`src/design/rl2n_pkg.sv`:
```
// ----------------------------------------------------------------------------
// rl2n_pkg: shared widths, codes and types of the relative L2 change norm
// Field widths, configuration register codes and the request/response types
// passed between the accumulator and the ratio unit.
// ----------------------------------------------------------------------------
package rl2n_pkg;

	localparam int VALUE_W   = 24;               // signed Q8.16 input value
	localparam int GROUP_W   = 6;                // energy group index
	localparam int IN_DATA_W = 2 * VALUE_W;      // new_value, old_value
	localparam int SUM_W     = 63;               // Q31.32 saturating sums
	localparam int MAG_W     = VALUE_W + 1;      // magnitude of a difference
	localparam int PROD_W    = 2 * MAG_W - 1;    // squares stay below 2^48
	localparam int RATIO_W   = 32;               // unsigned Q16.16 result
	localparam int CFG_IDX_W = 1;
	localparam int MAX_GROUPS = 64;

	localparam logic [CFG_IDX_W-1:0] CFG_FIRST_GROUP = 1'd0;
	localparam logic [CFG_IDX_W-1:0] CFG_FINAL_GROUP = 1'd1;

	typedef struct packed {
		logic [SUM_W-1:0] diff_sum;
		logic [SUM_W-1:0] ref_sum;
	} ratio_req_t;

	typedef struct packed {
		logic [RATIO_W-1:0] ratio;
		logic               zero_ref;
	} ratio_rsp_t;

endpackage

```
`src/design/rl2n_ratio.sv`:
```
// ----------------------------------------------------------------------------
// rl2n_ratio: bit-serial scaled divide and integer square root
// Forms floor(sqrt(diff * 2^32 / ref)) one quotient bit, then one root bit,
// per cycle; flags a zero reference and saturates an oversized ratio.
// ----------------------------------------------------------------------------
module rl2n_ratio (
	input  logic                  clk,
	input  logic                  arst_n,
	input  logic                  req_valid,
	output logic                  req_ready,
	input  rl2n_pkg::ratio_req_t  req,
	output logic                  rsp_valid,
	input  logic                  rsp_ready,
	output rl2n_pkg::ratio_rsp_t  rsp
);

	localparam int SUM_W  = rl2n_pkg::SUM_W;
	localparam int NUM_W  = SUM_W + rl2n_pkg::RATIO_W;
	localparam int QUO_W  = SUM_W + 1;
	localparam int STEP_W = $clog2(NUM_W);
	localparam logic [STEP_W-1:0] STEP_LAST = STEP_W'(NUM_W - 1);
	localparam logic [QUO_W-1:0]  BIT_INIT  = {2'b01, {(QUO_W-2){1'b0}}};

	localparam logic [1:0] R_IDLE = 2'd0;
	localparam logic [1:0] R_DIV  = 2'd1;
	localparam logic [1:0] R_SQRT = 2'd2;
	localparam logic [1:0] R_DONE = 2'd3;

	logic [1:0]         state_q;
	logic [NUM_W-1:0]   num_q;
	logic [SUM_W-1:0]   den_q;
	logic [SUM_W-1:0]   rem_q;
	logic [QUO_W-1:0]   quo_q;     // quotient, then the radicand
	logic [QUO_W-1:0]   res_q;
	logic [QUO_W-1:0]   bit_q;
	logic [STEP_W-1:0]  step_q;
	rl2n_pkg::ratio_rsp_t rsp_q;

	logic [QUO_W-1:0] rem_sh;
	logic [QUO_W-1:0] den_ext;
	logic             div_ge;
	logic [QUO_W-1:0] rem_sub;
	logic [QUO_W-1:0] trial;
	logic             sq_ge;
	logic [QUO_W-1:0] res_next;
	logic             too_big;

	assign req_ready = (state_q == R_IDLE);
	assign rsp_valid = (state_q == R_DONE);
	assign rsp       = rsp_q;

	// restoring division step
	assign rem_sh  = {rem_q, num_q[NUM_W-1]};
	assign den_ext = {1'b0, den_q};
	assign div_ge  = (rem_sh >= den_ext);
	assign rem_sub = rem_sh - den_ext;

	// root step: res and bit never overlap, so OR stands for the add
	assign trial    = res_q | bit_q;
	assign sq_ge    = (quo_q >= trial);
	assign res_next = sq_ge ? ((res_q >> 1) | bit_q) : (res_q >> 1);

	assign too_big = ({{(SUM_W-31){1'b0}}, req.diff_sum[SUM_W-1:32]} >= req.ref_sum);

	always_ff @(posedge clk or negedge arst_n) begin
		if (!arst_n) begin
			state_q <= R_IDLE;
		end else begin
			unique case (state_q)
				R_IDLE: begin
					if (req_valid) begin
						if (req.ref_sum == '0 || too_big) begin
							state_q <= R_DONE;
						end else begin
							state_q <= R_DIV;
						end
					end
				end
				R_DIV: begin
					if (step_q == '0) begin
						state_q <= R_SQRT;
					end
				end
				R_SQRT: begin
					if (bit_q[0]) begin
						state_q <= R_DONE;
					end
				end
				R_DONE: begin
					if (rsp_ready) begin
						state_q <= R_IDLE;
					end
				end
				default: state_q <= R_IDLE;
			endcase
		end
	end

	always_ff @(posedge clk) begin
		case (state_q)
			R_IDLE: begin
				num_q  <= {req.diff_sum, {rl2n_pkg::RATIO_W{1'b0}}};
				den_q  <= req.ref_sum;
				rem_q  <= '0;
				quo_q  <= '0;
				step_q <= STEP_LAST;
				rsp_q.ratio    <= '1;
				rsp_q.zero_ref <= (req.ref_sum == '0);
			end
			R_DIV: begin
				num_q  <= num_q << 1;
				rem_q  <= div_ge ? rem_sub[SUM_W-1:0] : rem_sh[SUM_W-1:0];
				quo_q  <= {quo_q[QUO_W-2:0], div_ge};
				step_q <= step_q - STEP_W'(1);
				res_q  <= '0;
				bit_q  <= BIT_INIT;
			end
			R_SQRT: begin
				if (sq_ge) begin
					quo_q <= quo_q - trial;
				end
				res_q <= res_next;
				bit_q <= bit_q >> 2;
				if (bit_q[0]) begin
					rsp_q.ratio    <= res_next[rl2n_pkg::RATIO_W-1:0];
					rsp_q.zero_ref <= 1'b0;
				end
			end
			default: begin
				// hold the result until taken
			end
		endcase
	end

	a_rem_below_den: assert property (@(posedge clk) disable iff (!arst_n)
		state_q == R_DIV |-> rem_q < den_q)
		else $error("division remainder not below divisor");

	a_zero_ref: assert property (@(posedge clk) disable iff (!arst_n)
		req_valid && req_ready && req.ref_sum == '0 |=>
		state_q == R_DONE && rsp_q.zero_ref && rsp_q.ratio == '1)
		else $error("zero reference not flagged");

	a_rsp_hold: assert property (@(posedge clk) disable iff (!arst_n)
		state_q == R_DONE && !rsp_ready |=> state_q == R_DONE && $stable(rsp_q))
		else $error("ratio response lost while waiting");

endmodule

```
`src/design/relative_l2_change_norm.sv`:
```
// ----------------------------------------------------------------------------
// relative_l2_change_norm: relative L2 norm of the change between iterates
// Accumulates saturating sums of (new - old)^2 and new^2 over the counted
// energy groups and, on the last item of a vector, returns
// sqrt(diff_sum / ref_sum) as unsigned Q16.16.
// ----------------------------------------------------------------------------
//
// Channel    Dir  Handshake                  Payload
// s_axis     in   s_axis_tvalid/tready       tdata: new_value, old_value
//                                            tuser: group_index, tlast: last_item
// m_axis     out  m_axis_tvalid/tready       tdata: change_ratio
//                                            tuser: zero_reference
// cfg        in   cfg_valid/cfg_ready        cfg_index, cfg_data (group bounds)
//
// Both squares of an input request are formed by one shift-and-add multiplier
// that consumes one multiplier bit per cycle, for as many bits as the larger
// of |new - old| and |new| has (at most 24).
// The last item hands the sums to the ratio unit, which divides and then takes
// the square root; the next vector accumulates meanwhile.
// Reset clears the sums, the group bounds (0 and 63) and all valid flags.
// A stalled result waits in the output register and a second one in the
// ratio unit; a further last item then holds the input until the output drains.
//
module relative_l2_change_norm (
	input  logic                                clk,
	input  logic                                arst_n,
	input  logic                                s_axis_tvalid,
	output logic                                s_axis_tready,
	// [23:0] new_value, [47:24] old_value
	input  logic [rl2n_pkg::IN_DATA_W-1:0]      s_axis_tdata,
	// [5:0] group_index
	input  logic [rl2n_pkg::GROUP_W-1:0]        s_axis_tuser,
	input  logic                                s_axis_tlast,
	output logic                                m_axis_tvalid,
	input  logic                                m_axis_tready,
	// [31:0] change_ratio
	output logic [rl2n_pkg::RATIO_W-1:0]        m_axis_tdata,
	// [0] zero_reference
	output logic [0:0]                          m_axis_tuser,
	input  logic                                cfg_valid,
	output logic                                cfg_ready,
	input  logic [rl2n_pkg::CFG_IDX_W-1:0]      cfg_index,
	input  logic [rl2n_pkg::GROUP_W-1:0]        cfg_data
);

	localparam int VALUE_W = rl2n_pkg::VALUE_W;
	localparam int MAG_W   = rl2n_pkg::MAG_W;
	localparam int PROD_W  = rl2n_pkg::PROD_W;
	localparam int SUM_W   = rl2n_pkg::SUM_W;
	localparam int GROUP_W = rl2n_pkg::GROUP_W;

	localparam logic ST_IDLE = 1'b0;
	localparam logic ST_MUL  = 1'b1;

	// saturating add of one partial product
	function automatic logic [SUM_W-1:0] sat_add(input logic [SUM_W-1:0] sum,
	                                             input logic [PROD_W-1:0] term);
		logic [SUM_W:0] s;
		s = {1'b0, sum} + {{(SUM_W+1-PROD_W){1'b0}}, term};
		return s[SUM_W] ? {SUM_W{1'b1}} : s[SUM_W-1:0];
	endfunction

	logic                state_q;
	logic [GROUP_W-1:0]  first_group_q;
	logic [GROUP_W-1:0]  final_group_q;
	logic [SUM_W-1:0]    diff_sum_q;
	logic [SUM_W-1:0]    ref_sum_q;
	logic [PROD_W-1:0]   mcand_d_q;
	logic [PROD_W-1:0]   mcand_r_q;
	logic [MAG_W-1:0]    mplr_d_q;
	logic [MAG_W-1:0]    mplr_r_q;
	logic                last_q;
	logic                out_valid_q;
	logic [rl2n_pkg::RATIO_W-1:0] out_ratio_q;
	logic                out_zref_q;

	logic signed [MAG_W-1:0] new_ext;
	logic signed [MAG_W-1:0] old_ext;
	logic signed [MAG_W-1:0] diff;
	logic [MAG_W-1:0]        mag_d;
	logic [MAG_W-1:0]        mag_n;
	logic                    counted;
	logic                    in_accept;
	logic                    mul_done;
	logic                    launch;
	logic                    req_ready;
	logic                    rsp_valid;
	logic                    rsp_ready;
	rl2n_pkg::ratio_req_t    req;
	rl2n_pkg::ratio_rsp_t    rsp;

	// ---------------------------------------------------------------- input
	assign s_axis_tready = (state_q == ST_IDLE);
	assign in_accept     = s_axis_tvalid && s_axis_tready;

	assign new_ext = {s_axis_tdata[VALUE_W-1], s_axis_tdata[VALUE_W-1:0]};
	assign old_ext = {s_axis_tdata[2*VALUE_W-1], s_axis_tdata[2*VALUE_W-1:VALUE_W]};
	assign diff    = new_ext - old_ext;
	// magnitudes read as unsigned: a difference reaches at most 2^24 - 1
	assign mag_d   = diff[MAG_W-1] ? (-diff) : diff;
	assign mag_n   = new_ext[MAG_W-1] ? (-new_ext) : new_ext;

	assign counted = (s_axis_tuser >= first_group_q) && (s_axis_tuser <= final_group_q)
	              && ({1'b0, s_axis_tuser} < (GROUP_W+1)'(rl2n_pkg::MAX_GROUPS));

	// ------------------------------------------------------------ multiplier
	// Both squares run as one shift-and-add pass; done once no multiplier
	// bit is left. An item outside the group range loads zeros and finishes
	// at once.
	assign mul_done = (mplr_d_q == '0) && (mplr_r_q == '0);
	assign launch   = (state_q == ST_MUL) && mul_done && last_q && req_ready;

	always_ff @(posedge clk or negedge arst_n) begin
		if (!arst_n) begin
			state_q <= ST_IDLE;
		end else begin
			unique case (state_q)
				ST_IDLE: begin
					if (in_accept) begin
						state_q <= ST_MUL;
					end
				end
				ST_MUL: begin
					// a last item waits here until the ratio unit is free
					if (mul_done && (!last_q || req_ready)) begin
						state_q <= ST_IDLE;
					end
				end
				default: state_q <= ST_IDLE;
			endcase
		end
	end

	always_ff @(posedge clk) begin
		if (in_accept) begin
			mcand_d_q <= counted ? {{(PROD_W-MAG_W){1'b0}}, mag_d} : '0;
			mcand_r_q <= counted ? {{(PROD_W-MAG_W){1'b0}}, mag_n} : '0;
			mplr_d_q  <= counted ? mag_d : '0;
			mplr_r_q  <= counted ? mag_n : '0;
			last_q    <= s_axis_tlast;
		end else if (state_q == ST_MUL && !mul_done) begin
			// advance one multiplier bit
			mcand_d_q <= mcand_d_q << 1;
			mcand_r_q <= mcand_r_q << 1;
			mplr_d_q  <= mplr_d_q >> 1;
			mplr_r_q  <= mplr_r_q >> 1;
		end
	end

	// ------------------------------------------------------------------ sums
	always_ff @(posedge clk or negedge arst_n) begin
		if (!arst_n) begin
			diff_sum_q <= '0;
			ref_sum_q  <= '0;
		end else if (launch) begin
			// the ratio unit has taken the sums; start the next vector at zero
			diff_sum_q <= '0;
			ref_sum_q  <= '0;
		end else if (state_q == ST_MUL && !mul_done) begin
			diff_sum_q <= sat_add(diff_sum_q, mplr_d_q[0] ? mcand_d_q : '0);
			ref_sum_q  <= sat_add(ref_sum_q, mplr_r_q[0] ? mcand_r_q : '0);
		end
	end

	// --------------------------------------------------------- configuration
	assign cfg_ready = 1'b1;

	always_ff @(posedge clk or negedge arst_n) begin
		if (!arst_n) begin
			first_group_q <= '0;
			final_group_q <= '1;
		end else if (cfg_valid) begin
			unique case (cfg_index)
				rl2n_pkg::CFG_FIRST_GROUP: first_group_q <= cfg_data;
				rl2n_pkg::CFG_FINAL_GROUP: final_group_q <= cfg_data;
				default: begin
				end
			endcase
		end
	end

	// ------------------------------------------------------------ ratio unit
	assign req.diff_sum = diff_sum_q;
	assign req.ref_sum  = ref_sum_q;

	rl2n_ratio u_ratio (
		.clk       (clk),
		.arst_n    (arst_n),
		.req_valid (launch),
		.req_ready (req_ready),
		.req       (req),
		.rsp_valid (rsp_valid),
		.rsp_ready (rsp_ready),
		.rsp       (rsp)
	);

	// --------------------------------------------------------- output stage
	// Load a finished ratio whenever the output register is empty or
	// being drained in this cycle.
	assign rsp_ready = !out_valid_q || m_axis_tready;

	always_ff @(posedge clk or negedge arst_n) begin
		if (!arst_n) begin
			out_valid_q <= 1'b0;
		end else if (rsp_ready) begin
			out_valid_q <= rsp_valid;
		end
	end

	always_ff @(posedge clk) begin
		if (rsp_ready && rsp_valid) begin
			out_ratio_q <= rsp.ratio;
			out_zref_q  <= rsp.zero_ref;
		end
	end

	assign m_axis_tvalid   = out_valid_q;
	assign m_axis_tdata    = out_ratio_q;
	assign m_axis_tuser[0] = out_zref_q;

	// ------------------------------------------------------------ assertions
	a_clear_on_launch: assert property (@(posedge clk) disable iff (!arst_n)
		launch |=> diff_sum_q == '0 && ref_sum_q == '0)
		else $error("sums not cleared after handing off a vector");

	a_zero_ref_ones: assert property (@(posedge clk) disable iff (!arst_n)
		m_axis_tvalid && m_axis_tuser[0] |-> m_axis_tdata == '1)
		else $error("zero reference result without saturated ratio");

	a_mplr_shift: assert property (@(posedge clk) disable iff (!arst_n)
		state_q == ST_MUL && !mul_done |=> mplr_d_q == ($past(mplr_d_q) >> 1))
		else $error("multiplier did not advance one bit");

endmodule
```
`config.mk`:
```
export PLATFORM = sky130hd
export DESIGN_NAME = relative_l2_change_norm
export DESIGN_NICKNAME = d
export VERILOG_FILES = /design/src/design/rl2n_pkg.sv /design/src/design/rl2n_ratio.sv /design/src/design/relative_l2_change_norm.sv
export SDC_FILE = /design/constraint.sdc
export NUM_CORES = 2
export LEC_CHECK = 0
export ABC_AREA = 0
export BUFFER_PORTS_ARGS = -buffer_cell sky130_fd_sc_hd__buf_4
export CORE_ASPECT_RATIO = 0.7
export CORE_UTILIZATION = 24
export CTS_BUF_LIST = sky130_fd_sc_hd__clkbuf_8
export CTS_CLUSTER_DIAMETER = 40
export DETAILED_ROUTE_END_ITERATION = 7
export PLACE_DENSITY = 0.49
export SYNTH_ARGS = -nofsm -noshare
export SYNTH_HDL_FRONTEND = slang
export SYNTH_SLANG_ARGS = --single-unit
```
`constraint.sdc`:
```
create_clock -name clk -period 20.6 [get_ports clk]
set_input_delay 0 -clock clk [delete_from_list [all_inputs] [get_ports clk]]
set_output_delay 0 -clock clk [all_outputs]
set_load 0.05 [all_outputs]
```
==> reports/results.tsv <==
stage	metric	value	unit
run_status	status	complete, no violations	
final_layout	Area Growth Syn to Fin	14.4	%
power	Lkg Pwr	21.7	nW
routing	Iteration-0 DRC Markers	2600	
synthesis	commonest cells in the netlist	edfxtp_1, nand2_1, a21oi_1	
final_layout	layout cell share with drive strength beyond 1	9.23	%
global_routing	pin count of the biggest net entering global routing	78	
timing	minimum clock period	5520	ps
final_layout	Finished Cell Area	53100	um^2
clock_tree	cts bufs inserted	120	
die	Die X	527	um
worst_setup_path	CP startpoint kind	register	
power	total power	4.10	mW
synthesis	Yosys Warn Count	0	
flow_run	max-cap viol count	0	
final_layout	final cell count without fillers	7602	
worst_setup_path	worst setup path end	u_ratio.quo_q[25]	
min_path	worst hold path type	in -> reg	
worst_setup_path	R2R Setup Slk	15080	ps
final_layout	Final Net Count	5281	
worst_setup_path	critical path class	reg -> reg	
timing	Worst slew margin	12.1	%
timing	setup TNS	0	ps
die	num ports	103	
global_routing	initial antenna violation count	3	
clock_tree	Clock Tree Buf Depth	3	
synthesis	Synth area leaders	edfxtp_1, ha_1, dfrtp_1	
timing	max-slew violations	0	
synthesis	syn nets	5188	
clock_tree	Sink Count	712	
worst_setup_path	Critical Path Source	u_ratio.bit_q[0]	
worst_setup_path	Max FO, Critical Path	35	
synthesis	sequential area share after synthesis	44.6	%
clock_tree	H-tree depth	3	
worst_setup_path	Worst R2R Path Depth	15	
worst_setup_path	Critical R2R Launch	u_ratio.bit_q[0]	
routing	Vias/cell	4.86	
synthesis	Seq cells post-synth	712	
worst_setup_path	Worst setup EP type	register	
synthesis	top cell type by total area after synthesis	edfxtp_1	
timing	Setup-failing EPs final	0	
routing	Detail Route Antenna Nets	0	
synthesis	ys async rst share	19.9	%
clock_tree	Worst-path clk slew	60	ps
routing	via count	36943	
die	Die Area	195000	um^2
synthesis	synthesized area	46400	um^2
timing	Worst Skew	55.5	ps
placed_design	Detail Placement HPWL	96900	um
routing	detailed-route DRC error count	0	
power	power per cell area	77.3	nW/um^2
synthesis	top-count cell post-synth	edfxtp_1	
worst_setup_path	Required @ worst endpoint	21040	ps
synthesis	Most used DFF post-synth	edfxtp_1	
placed_design	Port Buffers	101	
global_routing	GRT Residual Overflow	0	
power	worst ir drop on vdd	0.0493	mV
clock_tree	CTS tree	done	
die	num rows	134	
timing	final worst path period share	26.8	%
final_layout	final core occ	27.7	%
worst_setup_path	r2r endpoint	u_ratio.quo_q[25]	
global_routing	vias in the first global route	35758	
placed_design	Cells after DPL	7301	
routing	final wirelength	136000	um
timing	Worst-Margin Slew	1320	ps
die	die height	370	um
synthesis	Unique masters post-synth	106	
synthesis	Mapped Avg Cell Area	9.63	um^2
clock_tree	Post-CTS Setup Bufs	0	
global_routing	first-pass GRT wire length	211000	um
clock_tree	CTS root buffer	clkbuf_8	
synthesis	Post-synth EDFFs	570	
placed_design	DP Area	49800	um^2
timing	unrepaired setup endpoints after global routing	no	
placed_design	gpl congestion	0.885	
timing	Final Hold Vio Count	0	
global_routing	Global Route Usage Sum	13.6	%
routing	DRT Pass-1 Iters	5	
clock_tree	Clock Latency Late Sink	850	ps
die	Core ar.	191000	um^2
routing	WL per Instance	17.9	um
synthesis	fraction of synthesized cell area taken by the top area cell type	36.9	%
synthesis	Post-Synthesis Cells	4817	
timing	fmax	181	MHz
die	initial core utilization	24.2	%
worst_setup_path	WP data arrival	5960	ps
==> timing repair <==
item,in CTS,in global routing
endpoints found under the setup margin,0,0
hold endpoints to repair,231,0
gates resized for setup,0,0
hold buffers,71,0
==> routing by layer <==
metal	vias up	GRT usage (%)	wire [um]
met5	-	0	0
met2	869	20.2	57100
met1	18018	20.4	69300
li1	17887	-	-
met3	169	2.10	6900
met4	0	3.10	2490
==> logic make-up after synthesis <==
logic type / count (synthesis) / share of synthesized area [%]
AO/OA/AOI/OAI: 1437 / 19.9
XOR/XNOR: 250 / 4.72
adder cells (fa/ha/maj): 304 / 8.28
buffers and inverters: 497 / 4.11
flip-flops: 712 / 44.6
multiplexers: 82 / 1.96
other: 2 / 0.0162
AND/OR/NAND/NOR: 1533 / 16.4
==> worst max-delay path, cell delays in order (launching register included) <==
cell      delay (ps)
edfxtp_1         440
or2_2            310
ha_1             230
inv_1             80
fa_1             230
a211oi_1         120
o21ai_0          220
o211ai_1         140
a21oi_1          240
o21bai_1         250
o41ai_2          580
a211oi_1         210
o21bai_4         180
buf_4            480
mux2_2           790
buf_4            560
==> metrics by stage <==
stage	hold WS, ps	setup slack (ps)
6_report	109	15080
5_1_grt	85.5	14610
4_1_cts	22.5	15000
3_5_place_dp	-42.4	15080
3_3_place_gp	-42.5	15140
2_1_floorplan	-296	13530
==> power breakdown <==
group | internal (mW) | switching [mW] | total, mW | leakage [nW]
Combinational | 0.368 | 0.494 | 0.862 | 12.8
Clock | 0.697 | 0.659 | 1.36 | 1.40
Sequential | 1.68 | 0.201 | 1.88 | 7.48
==> registers in the layout, indices dropped and copies added (netlist names), 6 cells and up <==
name / flops
u_ratio.rsp: 33
u_ratio.res_q: 63
mplr_d_q: 25
mcand_r_q: 49
u_ratio.num_q: 63
u_ratio.step_q: 7
u_ratio.den_q: 63
u_ratio.rem_q: 63
ref_sum_q: 63
u_ratio.quo_q: 64
final_group_q: 6
first_group_q: 6
m_axis_tdata: 32
u_ratio.bit_q: 32
diff_sum_q: 63
mcand_d_q: 49
mplr_r_q: 25
==> how the worst min path moves through the flow <==
stage	from	end	depth (start not counted)
2_1_floorplan	arst_n	diff_sum_q[0]	0
5_1_grt	m_axis_tready	m_axis_tvalid	4
3_3_place_gp	arst_n	diff_sum_q[14]	1
6_report	s_axis_tdata[46]	mcand_d_q[23]	7
3_5_place_dp	arst_n	diff_sum_q[14]	1
4_1_cts	m_axis_tready	m_axis_tvalid	4
==> final cells by class <==
class                      instances  area (um^2)
inverter                         257          965
timing repair buffer             211         1780
fill                           20334       138000
tap                             2584         3230
clock buffer                     127         1750
clock inverter                   102          768
antenna                            1         2.50
sequential                       712        20700
multi-input combinational       3608        23900
==> cell usage in the layout (no fill, tap or decap), types with 70 or more instances in the layout <==
master and instances:
and2_1 183, nor2_1 295, o21ai_0 268, nand4_1 91, a21oi_1 446, dlygate4sd3_1 70
nor2b_1 119, clkbuf_8 127, nor3_1 74, ha_1 296, inv_1 295, nand2_1 451
a21o_1 213, nand3_1 91, buf_4 139, xnor2_1 138, dfrtp_1 136, edfxtp_1 570
xor2_1 112, a31oi_1 72
Power figures use the tool's default switching activity.
